<file path="config.mk">
export PLATFORM = sky130hd
export DESIGN_NAME = single_pin_ultrasonic_ranger
export DESIGN_NICKNAME = d
export VERILOG_FILES = /design/src/sv/spur_pkg.sv /design/src/sv/single_pin_ultrasonic_ranger.sv
export SDC_FILE = /design/constraint.sdc
export NUM_CORES = 1
export LEC_CHECK = 0
export ABC_AREA = 0
export BUFFER_PORTS_ARGS = -buffer_cell sky130_fd_sc_hd__buf_2
export CAP_MARGIN = 20
export CORE_MARGIN = 2
export CORE_UTILIZATION = 50
export CTS_BUF_LIST = sky130_fd_sc_hd__clkbuf_8 sky130_fd_sc_hd__clkbuf_16
export DETAILED_ROUTE_END_ITERATION = 12
export PLACE_DENSITY = 0.66
export SLEW_MARGIN = 0
export SYNTH_ARGS = -nofsm -noshare
export SYNTH_HDL_FRONTEND = slang
export SYNTH_SLANG_ARGS = --single-unit
</file>
<file path="constraint.sdc">
create_clock -name i_clk -period 7.8 [get_ports i_clk]
set_input_delay 0.78 -clock i_clk [delete_from_list [all_inputs] [get_ports i_clk]]
set_output_delay 0.78 -clock i_clk [all_outputs]
set_load 0.01 [all_outputs]
</file>
<file path="src/sv/spur_pkg.sv">
// ----------------------------------------------------------------------------
// spur_pkg: shared types and constants of the single-pin ultrasonic ranger
// Phase codes, register indexes, counter sizing and the centimeter divider.
// ----------------------------------------------------------------------------
package spur_pkg;

    // tick counter width; 16 to 32
    localparam int COUNT_WIDTH = 24;

    localparam int ECHO_W = 24;
    localparam int DIST_W = 19;
    localparam int LOW_W  = 8;
    localparam int HIGH_W = 8;
    localparam int TMO_W  = 24;
    localparam int CFG_IDX_W  = 2;
    localparam int CFG_DATA_W = 24;

    localparam logic [LOW_W-1:0]  RST_TRIG_LOW  = LOW_W'(2);
    localparam logic [HIGH_W-1:0] RST_TRIG_HIGH = HIGH_W'(5);
    localparam logic [TMO_W-1:0]  RST_TIMEOUT   = TMO_W'(1000000);

    localparam logic [ECHO_W-1:0] ECHO_MAX = {ECHO_W{1'b1}};

    // (w + 29) / 58 as a multiply by ceil(2^31 / 58) and a shift; exact for
    // every sum below 2^25
    localparam int DIST_SHIFT = 31;
    localparam int DIST_ROUND = 29;
    localparam int SUM_W      = ECHO_W + 1;
    localparam int RECIP_W    = 26;
    localparam int PROD_W     = SUM_W + RECIP_W;
    localparam logic [RECIP_W-1:0] DIST_RECIP = RECIP_W'(37025581);

    typedef enum logic [5:0] {
        PH_IDLE_DRV  = 6'b000001,
        PH_IDLE_REL  = 6'b000010,
        PH_TRIG_LOW  = 6'b000100,
        PH_TRIG_HIGH = 6'b001000,
        PH_WAIT_RISE = 6'b010000,
        PH_MEASURE   = 6'b100000
    } t_phase;

    typedef enum logic [CFG_IDX_W-1:0] {
        CFG_TRIG_LOW  = 2'd0,
        CFG_TRIG_HIGH = 2'd1,
        CFG_TIMEOUT   = 2'd2
    } t_cfg_idx;

    typedef enum logic {
        KIND_TICK  = 1'b0,
        KIND_START = 1'b1
    } t_kind;

    typedef enum logic {
        ST_OK      = 1'b0,
        ST_TIMEOUT = 1'b1
    } t_status;

    // result fields that leave the state-update stage
    typedef struct packed {
        logic              drive_en;
        logic              drive_lvl;
        logic              busy;
        logic              done;
        logic              status;
        logic [ECHO_W-1:0] echo;
    } t_mid;

    function automatic logic [DIST_W-1:0] f_distance(input logic [ECHO_W-1:0] w);
        logic [SUM_W-1:0]  sum;
        logic [PROD_W-1:0] prod;
        sum  = SUM_W'(w) + SUM_W'(DIST_ROUND);
        prod = PROD_W'(sum) * PROD_W'(DIST_RECIP);
        return prod[DIST_SHIFT +: DIST_W];
    endfunction

endpackage

</file>
<file path="src/sv/single_pin_ultrasonic_ranger.sv">
// ----------------------------------------------------------------------------
// single_pin_ultrasonic_ranger: trigger and echo timing on one sensor pin
// Three-stage pipeline: input register, phase/counter update, distance.
// ----------------------------------------------------------------------------
// Usage:
//   Input channel (i_in_valid / o_in_ready): one request per microsecond tick
//   (i_kind = tick, with the sampled pin level) or a start request. A start
//   while a measurement runs is dropped without counting as a tick.
//   Result channel (o_res_valid / i_res_ready): exactly one result per input
//   request, in order: pin drive enable and level, busy, a done pulse, and
//   the status, echo width and distance of the last finished measurement.
//   Config channel (i_cfg_valid / o_cfg_ready, always ready): register index
//   and data; write only while the block is idle and drained.
//   A result passes the input, middle and output registers. Throughput:
//   one request per cycle while results are taken; the only multiply sits in
//   the last stage (centimeter conversion), the phase logic in the middle one.
//   Reset clears the pipeline, restores the register defaults and puts the
//   block in idle with the pin driven low. When the receiver stalls, the
//   output register holds and earlier stages keep filling until all three
//   are full; only then does o_in_ready drop.
// ----------------------------------------------------------------------------
module single_pin_ultrasonic_ranger
    import spur_pkg::*;
(
    input  logic                  i_clk,
    input  logic                  i_rst_n,

    input  logic                  i_cfg_valid,
    output logic                  o_cfg_ready,
    input  logic [CFG_IDX_W-1:0]  i_cfg_index,
    input  logic [CFG_DATA_W-1:0] i_cfg_data,

    input  logic                  i_in_valid,
    output logic                  o_in_ready,
    input  logic                  i_kind,
    input  logic                  i_pin_level,

    output logic                  o_res_valid,
    input  logic                  i_res_ready,
    output logic                  o_pin_drive_enable,
    output logic                  o_pin_drive_level,
    output logic                  o_busy_res,
    output logic                  o_done_res,
    output logic                  o_status,
    output logic [ECHO_W-1:0]     o_echo_time_ticks,
    output logic [DIST_W-1:0]     o_range_cm
);

    localparam logic [COUNT_WIDTH-1:0] CNT_MAX = {COUNT_WIDTH{1'b1}};

    // configuration
    logic [LOW_W-1:0]  r_trig_low;
    logic [HIGH_W-1:0] r_trig_high;
    logic [TMO_W-1:0]  r_timeout;

    // pipeline control
    logic r_in_vld, r_mid_vld, r_out_vld;
    logic w_out_adv, w_mid_adv, w_in_adv;

    // input register
    logic r_in_kind, r_in_lvl;

    // ranging state
    t_phase                 r_phase, n_phase;
    logic [COUNT_WIDTH-1:0] r_tick, n_tick;
    logic [ECHO_W-1:0]      r_echo, n_echo;
    logic                   r_status, n_status;
    logic                   w_done;

    logic [COUNT_WIDTH-1:0] w_inc;
    logic [31:0]            w_inc32;
    logic                   w_tmo;
    logic [ECHO_W-1:0]      w_echo_sat;

    t_mid r_mid, n_mid;

    logic [ECHO_W-1:0] r_out_echo;
    logic [DIST_W-1:0] r_out_dist;
    logic              r_out_en, r_out_lvl, r_out_busy, r_out_done, r_out_st;

    assign o_cfg_ready = 1'b1;

    always_ff @(posedge i_clk) begin
        if (!i_rst_n) begin
            r_trig_low  <= RST_TRIG_LOW;
            r_trig_high <= RST_TRIG_HIGH;
            r_timeout   <= RST_TIMEOUT;
        end else if (i_cfg_valid) begin
            unique case (i_cfg_index)
                CFG_TRIG_LOW:  r_trig_low  <= i_cfg_data[LOW_W-1:0];
                CFG_TRIG_HIGH: r_trig_high <= i_cfg_data[HIGH_W-1:0];
                CFG_TIMEOUT:   r_timeout   <= i_cfg_data[TMO_W-1:0];
                default: ;
            endcase
        end
    end

    // each stage moves when the next one is empty or moving
    assign w_out_adv  = !r_out_vld || i_res_ready;
    assign w_mid_adv  = !r_mid_vld || w_out_adv;
    assign w_in_adv   = !r_in_vld  || w_mid_adv;
    assign o_in_ready = w_in_adv;

    always_ff @(posedge i_clk) begin
        if (!i_rst_n) begin
            r_in_vld  <= 1'b0;
            r_mid_vld <= 1'b0;
            r_out_vld <= 1'b0;
        end else begin
            if (w_in_adv)  r_in_vld  <= i_in_valid;
            if (w_mid_adv) r_mid_vld <= r_in_vld;
            if (w_out_adv) r_out_vld <= r_mid_vld;
        end
    end

    always_ff @(posedge i_clk) begin
        if (w_in_adv && i_in_valid) begin
            r_in_kind <= i_kind;
            r_in_lvl  <= i_pin_level;
        end
    end

    // saturating count and timeout check on the advanced count
    always_comb begin
        w_inc      = (r_tick == CNT_MAX) ? r_tick : r_tick + COUNT_WIDTH'(1);
        w_inc32    = 32'(w_inc);
        w_tmo      = (w_inc32 > 32'(r_timeout)) || (w_inc == CNT_MAX);
        w_echo_sat = (w_inc32 > 32'(ECHO_MAX)) ? ECHO_MAX : w_inc32[ECHO_W-1:0];
    end

    always_comb begin
        n_phase  = r_phase;
        n_tick   = r_tick;
        n_echo   = r_echo;
        n_status = r_status;
        w_done   = 1'b0;
        if (r_in_kind == KIND_START) begin
            if (r_phase == PH_IDLE_DRV || r_phase == PH_IDLE_REL) begin
                n_tick  = '0;
                n_phase = (r_trig_low == '0) ? PH_TRIG_HIGH : PH_TRIG_LOW;
            end
        end else begin
            unique case (r_phase)
                PH_TRIG_LOW: begin
                    n_tick = w_inc;
                    if (w_inc32 >= 32'(r_trig_low)) begin
                        n_tick  = '0;
                        n_phase = PH_TRIG_HIGH;
                    end
                end
                PH_TRIG_HIGH: begin
                    n_tick = w_inc;
                    if (w_inc32 >= 32'(r_trig_high)) begin
                        n_tick  = '0;
                        n_phase = PH_WAIT_RISE;
                    end
                end
                PH_WAIT_RISE: begin
                    if (r_in_lvl) begin
                        n_tick  = '0;
                        n_phase = PH_MEASURE;
                    end else begin
                        n_tick = w_inc;
                        if (w_tmo) begin
                            n_status = ST_TIMEOUT;
                            n_echo   = '0;
                            w_done   = 1'b1;
                            n_phase  = PH_IDLE_REL;
                        end
                    end
                end
                PH_MEASURE: begin
                    n_tick = w_inc;
                    if (!r_in_lvl) begin
                        n_echo   = w_echo_sat;
                        n_status = ST_OK;
                        w_done   = 1'b1;
                        n_phase  = PH_IDLE_DRV;
                    end else if (w_tmo) begin
                        n_status = ST_TIMEOUT;
                        n_echo   = '0;
                        w_done   = 1'b1;
                        n_phase  = PH_IDLE_REL;
                    end
                end
                PH_IDLE_DRV, PH_IDLE_REL: ;
                default: ;
            endcase
        end

        n_mid.drive_en  = (n_phase == PH_IDLE_DRV) || (n_phase == PH_TRIG_LOW)
                          || (n_phase == PH_TRIG_HIGH);
        n_mid.drive_lvl = (n_phase == PH_TRIG_HIGH);
        n_mid.busy      = !((n_phase == PH_IDLE_DRV) || (n_phase == PH_IDLE_REL));
        n_mid.done      = w_done;
        n_mid.status    = n_status;
        n_mid.echo      = n_echo;
    end

    always_ff @(posedge i_clk) begin
        if (!i_rst_n) begin
            r_phase  <= PH_IDLE_DRV;
            r_tick   <= '0;
            r_echo   <= '0;
            r_status <= ST_OK;
        end else if (r_in_vld && w_mid_adv) begin
            r_phase  <= n_phase;
            r_tick   <= n_tick;
            r_echo   <= n_echo;
            r_status <= n_status;
        end
    end

    always_ff @(posedge i_clk) begin
        if (r_in_vld && w_mid_adv) begin
            r_mid <= n_mid;
        end
    end

    // centimeter conversion in the output stage
    always_ff @(posedge i_clk) begin
        if (r_mid_vld && w_out_adv) begin
            r_out_en   <= r_mid.drive_en;
            r_out_lvl  <= r_mid.drive_lvl;
            r_out_busy <= r_mid.busy;
            r_out_done <= r_mid.done;
            r_out_st   <= r_mid.status;
            r_out_echo <= r_mid.echo;
            r_out_dist <= f_distance(r_mid.echo);
        end
    end

    assign o_res_valid        = r_out_vld;
    assign o_pin_drive_enable = r_out_en;
    assign o_pin_drive_level  = r_out_lvl;
    assign o_busy_res         = r_out_busy;
    assign o_done_res         = r_out_done;
    assign o_status           = r_out_st;
    assign o_echo_time_ticks  = r_out_echo;
    assign o_range_cm         = r_out_dist;

    a_done_not_busy: assert property (@(posedge i_clk) disable iff (!i_rst_n)
        (o_res_valid && o_done_res) |-> !o_busy_res)
        else $error("finished measurement reported as busy");

    a_level_needs_drive: assert property (@(posedge i_clk) disable iff (!i_rst_n)
        (o_res_valid && o_pin_drive_level) |-> o_pin_drive_enable)
        else $error("high level driven on a released pin");

    a_timeout_zero_width: assert property (@(posedge i_clk) disable iff (!i_rst_n)
        (o_res_valid && o_status) |-> (o_echo_time_ticks == '0 && o_range_cm == '0))
        else $error("timeout result carries an echo width");

    a_mid_holds: assert property (@(posedge i_clk) disable iff (!i_rst_n)
        (r_mid_vld && !w_mid_adv) |=> (r_mid_vld && $stable(r_mid)))
        else $error("stalled middle stage lost its request");

endmodule

</file>
==> summary.txt, run 1 <==
Layout
  • Final nets: 2824
  • Area delta synth->final: 17.2%
  • Layout cells sized above 1: 18.8%
  • Ant. Diodes: 0
  • # fillers: 3394
  • Final std cells w/o fill: 2778

Clock network
  • CTS Root Cell: clkbuf_16
  • CTS H-tree depth: 4
  • Reg clk slew, reported paths: 0.08 ns
  • CTS tree: done
  • Num CTS Buffers: 17
  • Clk sinks: 177
  • Hold buffers post-CTS: 0
  • CTS Buffer Depth: 2
  • Worst skew pair latency: ~0.49 ns

Place
  • RePlAce Congestion: 0.928
  • Hpwl dp: 45400 um
  • Dpl ws: -0.450 ns
  • I/O Buffers: 82
  • Placed cell count: approximately 2.7k

STA
  • Fin crit period: 7.81 ns
  • Achievable frequency: about 0.13 GHz
  • Fin. max-slew vios: 0
  • Final worst setup slack: -0.0141 ns
  • Final hold violations: 0
  • Final setup fails: 1
  • Skew final: between 0.02 and 0.025 ns
  • TNS Setup: -0.0141 ns
  • Slew @ Worst Pin: 1.19 ns
  • RSZ-0062 raised after global routing: true
  • Relative slew slack: 20.1%
  • Fin crit share: 100%
  • Worst hold slack: about 0.44 ns

Drt
  • Metal3 WL: 2540 um
  • Met2 routed WL: 26600 um
  • Total wire length: 54500 um
  • ANT nets after route: 0
  • Vias: 14.7k
  • Top Metal Used: met4
  • M1 WL: 23800 um
  • DR vias/cell: 5.30
  • Initial DRC count: roughly 900
  • First drt pass iteration count: 5
  • Per-cell routed wire length: 19.6 um
  • DRC errors left: 0

Worst hold path
  • Worst hold path type: reg -> reg
  • Hold path cells: 0

Worst setup path
  • Slowest-stage cell, CP: fa_1
  • Crit Reg-Reg Endpoint: o_range_cm[15]
  • Worst r2r src: r_mid[0]
  • Worst Setup EP: o_range_cm[15]
  • Most frequent CP cell: fa_1
  • Reg2reg path depth: 30
  • R2R setup slack: -0.01 ns
  • CP Class: reg -> reg
  • Worst Path Required: 8.03 ns
  • Worst setup SP type: flip-flop
  • Setup crit end kind: flip-flop
  • Critical path peak fanout: 3
  • Worst setup startpoint: r_mid[0]
  • CP max stage delay: 0.57 ns
  • Arr. time, crit path: approximately 8.0 ns

GRT
  • GRT overflow: 0
  • Largest net degree at the start of global routing: 52
  • Initial antenna violation count: 0
  • Global-route wire length before repair: 85000 um
  • Number of global-route vias before repair: 15.4k
  • Gr usage total: 27.3%

Floorplan
  • Initial Utilization: 50.9%
  • Row count: 72
  • Die Span X: about 200 um
  • Die area: approximately 41000 um2
  • Die Ht: roughly 200 um
  • Ports: 84
  • Core footprint: 38900 um2

Yosys
  • Syn. warnings: 0
  • Cell taking the most area after synthesis: fa_1
  • Top-area cell type share of the netlist area: around a quarter
  • Syn avg cell area: 9.82 um2
  • Most frequent cells after synthesis: inv_1 (469), ha_1 (287), fa_1 (257), nand2_1 (129), dfxtp_1 (98)
  • Syn nets: 2593
  • Synth Cell Area: a little under 20000 um2
  • Cell variety after synth: 76
  • Most common cell in the netlist: inv_1
  • Number of synthesized flops with an enable pin: 79
  • Most common flop cell mapped by yosys: dfxtp_1
  • Synth top area cells: fa_1 (26%), ha_1 (18%), edfxtp_1 (12%)
  • Seq/Total Area, Yosys: 21.9%
  • Synthesized flop and latch total: 177
  • Cells after Synth: approximately 2k
  • Ys async rst share: 0%

Run status
  • Status: complete, but fails checks
  • Failing checks: negative setup slack

Run
  • Number of max-cap violations: 0
[through the flow]
step / utilization (%) / instance area [um2]
global route: 59.7 / 23200
detailed placement: 56.0 / 21800
CTS: 59.1 / 23000
floorplan: - / 19900
global placement: 56.0 / 21800
finish: 59.7 / 23200
[worst max-delay path, delay by kind of cell, from the launching register on]
family | cells | cell delay (ns)
compound gates | 10 | 1.92
xor+xnor | 2 | 0.20
fa+ha+maj | 9 | 4.09
buf+inv | 7 | 0.74
flops | 1 | 0.44
simple gates | 2 | 0.19
[worst min-delay path by stage]
stage                     startpoint                  to  slack [ns]
after floorplan            r_mid[26]          o_busy_res        0.40
after global routing       r_mid[24]            o_status        0.46
after detailed placement   r_mid[28]  o_pin_drive_enable        0.42
final                      r_mid[24]            o_status        0.44
after global placement     r_mid[26]          o_busy_res        0.41
after CTS                  r_mid[24]            o_status        0.44
[state kept, by name, summed over array words and instances (netlist names)]
register / cells
r_trig_high: 8
r_mid: 29
r_in_kind: 1
o_echo_time_ticks: 24
r_in_vld: 1
o_pin_drive_enable: 1
o_res_valid: 1
o_range_cm: 19
r_in_lvl: 1
r_trig_low: 8
r_timeout: 24
o_done_res: 1
r_status: 1
o_busy_res: 1
r_phase: 6
r_tick: 24
r_mid_vld: 1
o_status: 1
o_pin_drive_level: 1
r_echo: 24
[metal layers]
layer  up-vias  track usage [%]
li1       7048                -
met1      7286             35.5
met2       316             46.7
met3        70             4.49
met4         0             8.71
met5         -                0
[final cells by class]
type	instances	area (um2)	area share [%]
Clock buffer	17	425	1.83
Multi-Input combinational cell	1318	14000	60.3
Timing Repair Buffer	262	1790	7.72
Inverter	471	1770	7.64
Clock inverter	15	239	1.03
Sequential cell	177	4330	18.7
Tap cell	518	648	2.79
[logic make-up after synthesis]
family / after synthesis / share of synthesized area [%]
adder cells (fa/ha/maj): 545 / 44.2
buffers and inverters: 521 / 10.2
AND/OR/NAND/NOR: 385 / 9.77
AO/OA/AOI/OAI: 304 / 10.2
flip-flops: 177 / 21.9
XOR/XNOR: 71 / 3.14
multiplexers: 12 / 0.607
other: 1 / 0.0189
[cell usage in the layout (no fill, tap or decap), types with 14 or more instances in the layout]
master,instances
a21o_1,18
o21ai_0,50
nand2b_1,14
ha_1,265
nand3_1,30
inv_1,451
buf_2,82
nand2_1,129
a21oi_1,78
fa_1,247
nor2b_1,14
inv_2,16
buf_4,172
nand4_1,26
edfxtp_1,79
dfxtp_1,98
clkbuf_16,17
nor2_1,63
o211ai_1,16
ha_4,17
a22o_1,25
xor2_1,18
xnor2_1,41
[what timing repair did]
| action | 4_1_cts | 5_1_grt |
|---|---|---|
| gates resized for setup | 65 | 44 |
| endpoints found under the setup margin | 17 | 17 |
| cloned | 0 | 0 |
| setup buffers | 31 | 6 |
| pin swaps | 78 | 58 |
Power of run 1 is left out: the tool's default activity adds up to more than one toggle a clock period on the data nets, which glitch-free logic cannot reach.
==> inputs of run 2 (changes only) <==
--- a/config.mk
+++ b/config.mk
@@ -6,6 +6,7 @@
 export NUM_CORES = 1
 export LEC_CHECK = 0
 export ABC_AREA = 0
+export ABC_CLOCK_PERIOD_IN_PS = 7800
 export BUFFER_PORTS_ARGS = -buffer_cell sky130_fd_sc_hd__buf_2
 export CAP_MARGIN = 20
 export CORE_MARGIN = 2
@@ -13,6 +14,7 @@
 export CTS_BUF_LIST = sky130_fd_sc_hd__clkbuf_8 sky130_fd_sc_hd__clkbuf_16
 export DETAILED_ROUTE_END_ITERATION = 12
 export PLACE_DENSITY = 0.66
+export REMOVE_ABC_BUFFERS = 1
 export SLEW_MARGIN = 0
 export SYNTH_ARGS = -nofsm -noshare
 export SYNTH_HDL_FRONTEND = slang
==> summary.txt, run 2 (synthesis gave the netlist of run 1 again) <==
Run status
  • Status: complete, but fails checks
  • Failing checks: negative setup slack

Worst setup path
  • CP Class: reg -> reg
  • Reg2reg path depth: 29
  • Setup crit end kind: flip-flop
  • Slowest-stage cell, CP: fa_1
  • CP max stage delay: 0.61 ns
  • R2R setup slack: -0.04 ns
  • Critical path peak fanout: 4
  • Arr. time, crit path: ~8 ns
  • Crit Reg-Reg Endpoint: o_range_cm[14]
  • Worst setup SP type: flip-flop
  • Worst r2r src: r_mid[1]
  • Worst Path Required: 8.00 ns
  • Most frequent CP cell: fa_1

Place
  • Placed cell count: 2772
  • Hpwl dp: 44200 um
  • RePlAce Congestion: 0.972
  • I/O Buffers: 82

Layout
  • Final std cells w/o fill: roughly 2.8k
  • Final nets: approximately 2.9k
  • Ant. Diodes: 0
  • Largest register FFs: 29
  • Most frequent cells in the layout: inv_1 (452), ha_1 (264), fa_1 (249)
  • Layout cells sized above 1: 21.0%
  • Reg with most FFs: r_mid
  • Most common cell after layout, fill and taps aside: inv_1
  • Area delta synth->final: 19.2%

Clock network
  • Num CTS Buffers: 17
  • CTS tree: done
  • Reg clk slew, reported paths: 0.07 ns
  • CTS Root Cell: clkbuf_16
  • Clk sinks: around 180
  • CTS Buffer Depth: 2
  • Hold buffers post-CTS: 0
  • Worst skew pair latency: 0.46 ns
  • CTS H-tree depth: 4

STA
  • Slew @ Worst Pin: 1.12 ns
  • RSZ-0062 raised after global routing: true
  • Relative slew slack: between 20% and 30%
  • Final worst setup slack: -0.0408 ns
  • Fin crit period: between 7 and 8 ns
  • Fin. max-slew vios: 0
  • Final setup fails: 3
  • Fin crit share: 101%
  • Achievable frequency: 0.128 GHz
  • Skew final: 0.00937 ns
  • Final hold violations: 0

Worst hold path
  • Worst hold path type: reg -> reg
  • Hold path cells: 0
  • Worst Hold End: o_done_res
  • Min-delay src: r_mid[25]

GRT
  • Global-route wire length before repair: 85600 um
  • Gr usage total: 27.1%
  • Number of global-route vias before repair: 15.9k
  • Largest net degree at the start of global routing: around 50
  • Initial antenna violation count: 1
  • GRT overflow: 0

Drt
  • First drt pass iteration count: 5
  • Vias: 15.1k
  • Per-cell routed wire length: between 15 and 20 um
  • Total wire length: 54100 um
  • DRC errors left: 0
  • DR vias/cell: 5.32
  • Initial DRC count: 1052
  • ANT nets after route: 0

Floorplan
  • Ports: 84
  • Initial Utilization: 50.9%
  • Die area: 41200 um2
  • Die Ht: 203 um
  • Die Span X: 203 um
  • Core footprint: 38900 um2
  • Row count: 72

Run
  • Number of max-cap violations: 0
run 2: worst max-delay path by stage:
stage | startpoint | slack [ns] | endpoint | depth (start not counted)
final | r_mid[1] | -0.04 | o_range_cm[14] | 29
after global routing | r_mid[4] | -0.29 | o_range_cm[14] | 31
after CTS | r_mid[2] | 0.002 | o_range_cm[14] | 34
after detailed placement | r_mid[1] | -0.67 | o_range_cm[15] | 32
after global placement | r_mid[1] | -0.52 | o_range_cm[15] | 32
after floorplan | r_mid[0] | -0.58 | o_range_cm[17] | 31
run 2: timing repair:
action,in CTS,in global routing
buffers inserted,17,13
pin swaps,68,34
resized for setup,80,54
endpoints found under the setup margin,17,15
run 2: final cells by class:
type	count	area, um2
Sequential cell	177	4330
Clock buffer	19	453
Fill cell	3272	15300
Clock inverter	13	148
Multi-Input combinational cell	1318	14100
Tap cell	518	648
Inverter	471	1770
Timing Repair Buffer	316	2190
run 2: critical path, delay by kind of cell (launching register included):
| kind | cells | cell delay, ns |
|---|---|---|
| fa+ha+maj | 8 | 3.95 |
| compound gates | 9 | 1.87 |
| buf+inv | 7 | 0.66 |
| flops | 1 | 0.46 |
| simple gates | 3 | 0.40 |
| xor+xnor | 2 | 0.27 |
run 2: routing by layer:
layer  vias to the layer above  GRT usage [%]  wire, um
met1                      7449           34.9     23100
li1                       7154              -         -
met4                         2           8.47      1520
met5                         -              0        13
met3                        80           3.27      2500
met2                       371           47.9     27000
run 2: stage by stage:
stage               hold WS, ns  util (%)  cell area [um2]  setup WS [ns]  TNS [ns]
floorplan                 0.400         -            19600         -0.583     -4.29
global placement          0.405      57.0            22200         -0.521     -5.65
detailed placement        0.407      57.0            22200         -0.665     -8.04
CTS                       0.422      59.8            23300        0.00167         0
global route              0.430      60.6            23600         -0.288     -2.44
finish                    0.428      60.6            23600        -0.0408   -0.0724
Power of run 2 is left out for the same reason.
==> inputs of run 3 (changes only) <==
--- a/config.mk
+++ b/config.mk
@@ -5,7 +5,7 @@
 export SDC_FILE = /design/constraint.sdc
 export NUM_CORES = 1
 export LEC_CHECK = 0
-export ABC_AREA = 0
+export ABC_AREA = 1
 export ABC_CLOCK_PERIOD_IN_PS = 7800
 export BUFFER_PORTS_ARGS = -buffer_cell sky130_fd_sc_hd__buf_2
 export CAP_MARGIN = 20
==> summary.txt, run 3 <==
Yosys
  • Number of synthesized flops with an enable pin: 79
  • Most frequent cells after synthesis: inv_1 (592), nand2_1 (409), ha_1 (287), fa_1 (257), nor2_1 (169)
  • Cells after Synth: 2519
  • Top-area cell type share of the netlist area: 24.3%
  • Synth top area cells: fa_1 (24%), ha_1 (17%), edfxtp_1 (11%)
  • Most common cell in the netlist: inv_1
  • Cell variety after synth: 44
  • Seq/Total Area, Yosys: about a fifth
  • Synth Cell Area: 21100 um2
  • Synthesized flop and latch total: around 180
  • Cell taking the most area after synthesis: fa_1
  • Ys async rst share: 0%
  • Syn avg cell area: 8.39 um2
  • Most common flop cell mapped by yosys: dfxtp_1
  • Syn. warnings: 0

Worst setup path
  • Crit Reg-Reg Endpoint: o_range_cm[15]
  • Setup crit end kind: flip-flop
  • Worst r2r src: r_mid[1]
  • CP max stage delay: 0.85 ns
  • Crit path buf inv count: 7
  • Critical path peak fanout: 5
  • Arr. time, crit path: about 7.9 ns
  • Worst Path Required: 8.04 ns
  • CP Class: reg -> reg
  • Crit-path leading delay family: adder cells
  • Worst setup SP type: flip-flop
  • Reg2reg path depth: 29
  • Crit. path cell count: 29
  • Slowest-stage cell, CP: nor4_1
  • R2R setup slack: 0.17 ns
  • Worst Setup EP: o_range_cm[15]
  • Worst setup startpoint: r_mid[1]

Layout
  • Final nets: 3253
  • Reg with most FFs: r_mid
  • Area delta synth->final: 12.7%
  • Final std cells w/o fill: 3228
  • Most common cell after layout, fill and taps aside: inv_1
  • Ant. Diodes: 0
  • Largest register FFs: 29
  • Layout cells sized above 1: 13.2%
  • Most frequent cells in the layout: inv_1 (584), nand2_1 (399), ha_1 (267)

Clock network
  • CTS tree: done
  • Reg clk slew, reported paths: roughly 0.07 ns
  • CTS Buffer Depth: 2
  • Hold buffers post-CTS: 0
  • Worst skew pair latency: 0.49 ns
  • CTS H-tree depth: 4
  • Clk sinks: 177
  • Num CTS Buffers: 17
  • CTS Root Cell: clkbuf_16

Drt
  • DR vias/cell: 5.23
  • Per-cell routed wire length: 18.2 um
  • First drt pass iteration count: 5
  • Total wire length: 58600 um
  • Vias: 16.9k
  • DRC errors left: 0
  • ANT nets after route: 0
  • Initial DRC count: 997

GRT
  • Number of global-route vias before repair: around 17k
  • Largest net degree at the start of global routing: 57
  • Gr usage total: 27.1%
  • GRT overflow: 0
  • Global-route wire length before repair: about 90000 um
  • Initial antenna violation count: 0

Run
  • Number of max-cap violations: 0

STA
  • Achievable frequency: 0.131 GHz
  • Fin. max-slew vios: 0
  • Relative slew slack: 29.1%
  • Fin crit period: 7.63 ns
  • RSZ-0062 raised after global routing: true
  • Fin crit share: 97.8%
  • Final hold violations: 0
  • Slew @ Worst Pin: 1.06 ns
  • Skew final: 0.0101 ns
  • Final setup fails: 0
  • TNS Setup: 0 ns

Worst hold path
  • Worst hold path type: reg -> reg

Floorplan
  • Ports: 84
  • Initial Utilization: 50.5%
  • Die area: 43900 um2
  • Die Ht: 210 um
  • Die Span X: 210 um
  • Row count: 75
  • Core footprint: about 42000 um2

Run status
  • Status: complete, no violations

Place
  • Placed cell count: 3183
  • Hpwl dp: 49600 um
  • I/O Buffers: 82
  • RePlAce Congestion: 1.02
[run 3: cell count changes after synthesis, moves of 27 or more]
| cell | delta |
|---|---|
| nand2_1 | +280 |
| nand2_2 | +27 |
| xnor2_1 | -35 |
| a21oi_1 | +72 |
| inv_1 | +123 |
| o21ai_0 | +42 |
| nand3_1 | +53 |
| nor2_1 | +97 |
[run 3: layout make-up]
class	count	area, um2
fill	3761	18000
multi-input combinational	1701	14800
sequential	177	4330
inverter	597	2240
timing repair buffer	182	1170
tap	539	674
clock buffer	19	475
clock inverter	13	110
[run 3: timing repair]
item / CTS / global route
resized for setup: 8 / 90
setup endpoints to repair: 10 / 18
pin swaps: 0 / 34
buffers inserted: 0 / 11
[run 3: kinds of logic (layout without fill, tap and decap cells)]
logic type | after synthesis | count (layout) | share of synthesized area [%]
DFF | 177 | 177 | 20.5
AOI/OAI and AO/OA | 334 | 334 | 8.79
and+or+nand+nor | 770 | 770 | 15.6
other | 1 | 1 | 0.0177
buffers and inverters | 641 | 811 | 11.6
adders and majority gates | 544 | 544 | 41.3
xor gates and xnor gates | 52 | 52 | 2.15
[run 3: worst min-delay path by stage]
| stage | slack [ns] | start | endpoint | depth (start not counted) |
|---|---|---|---|---|
| 6_report | 0.42 | r_mid[28] | o_pin_drive_enable | 0 |
| 5_1_grt | 0.43 | r_mid[24] | o_status | 0 |
| 4_1_cts | 0.42 | r_mid[28] | o_pin_drive_enable | 0 |
| 3_5_place_dp | 0.40 | r_mid[28] | o_pin_drive_enable | 0 |
| 3_3_place_gp | 0.41 | r_mid[26] | o_busy_res | 0 |
| 2_1_floorplan | 0.40 | r_mid[26] | o_busy_res | 0 |
[run 3: through the flow]
step	util (%)	instance area, um2	setup slack [ns]	hold slack [ns]
after floorplan	-	20900	0.192	0.400
after global placement	54.2	22700	0.0575	0.410
after detailed placement	54.2	22700	-0.207	0.405
after CTS	55.7	23300	0.0130	0.421
after global routing	56.9	23800	-0.0647	0.427
final	56.9	23800	0.172	0.420
[run 3: layer usage]
metal	wire length (um)	GRT usage (%)
met1	24500	32.8
met2	29900	49.1
met3	2180	3.67
met4	2040	10.4
met5	0	0
Power of run 3 is left out for the same reason.
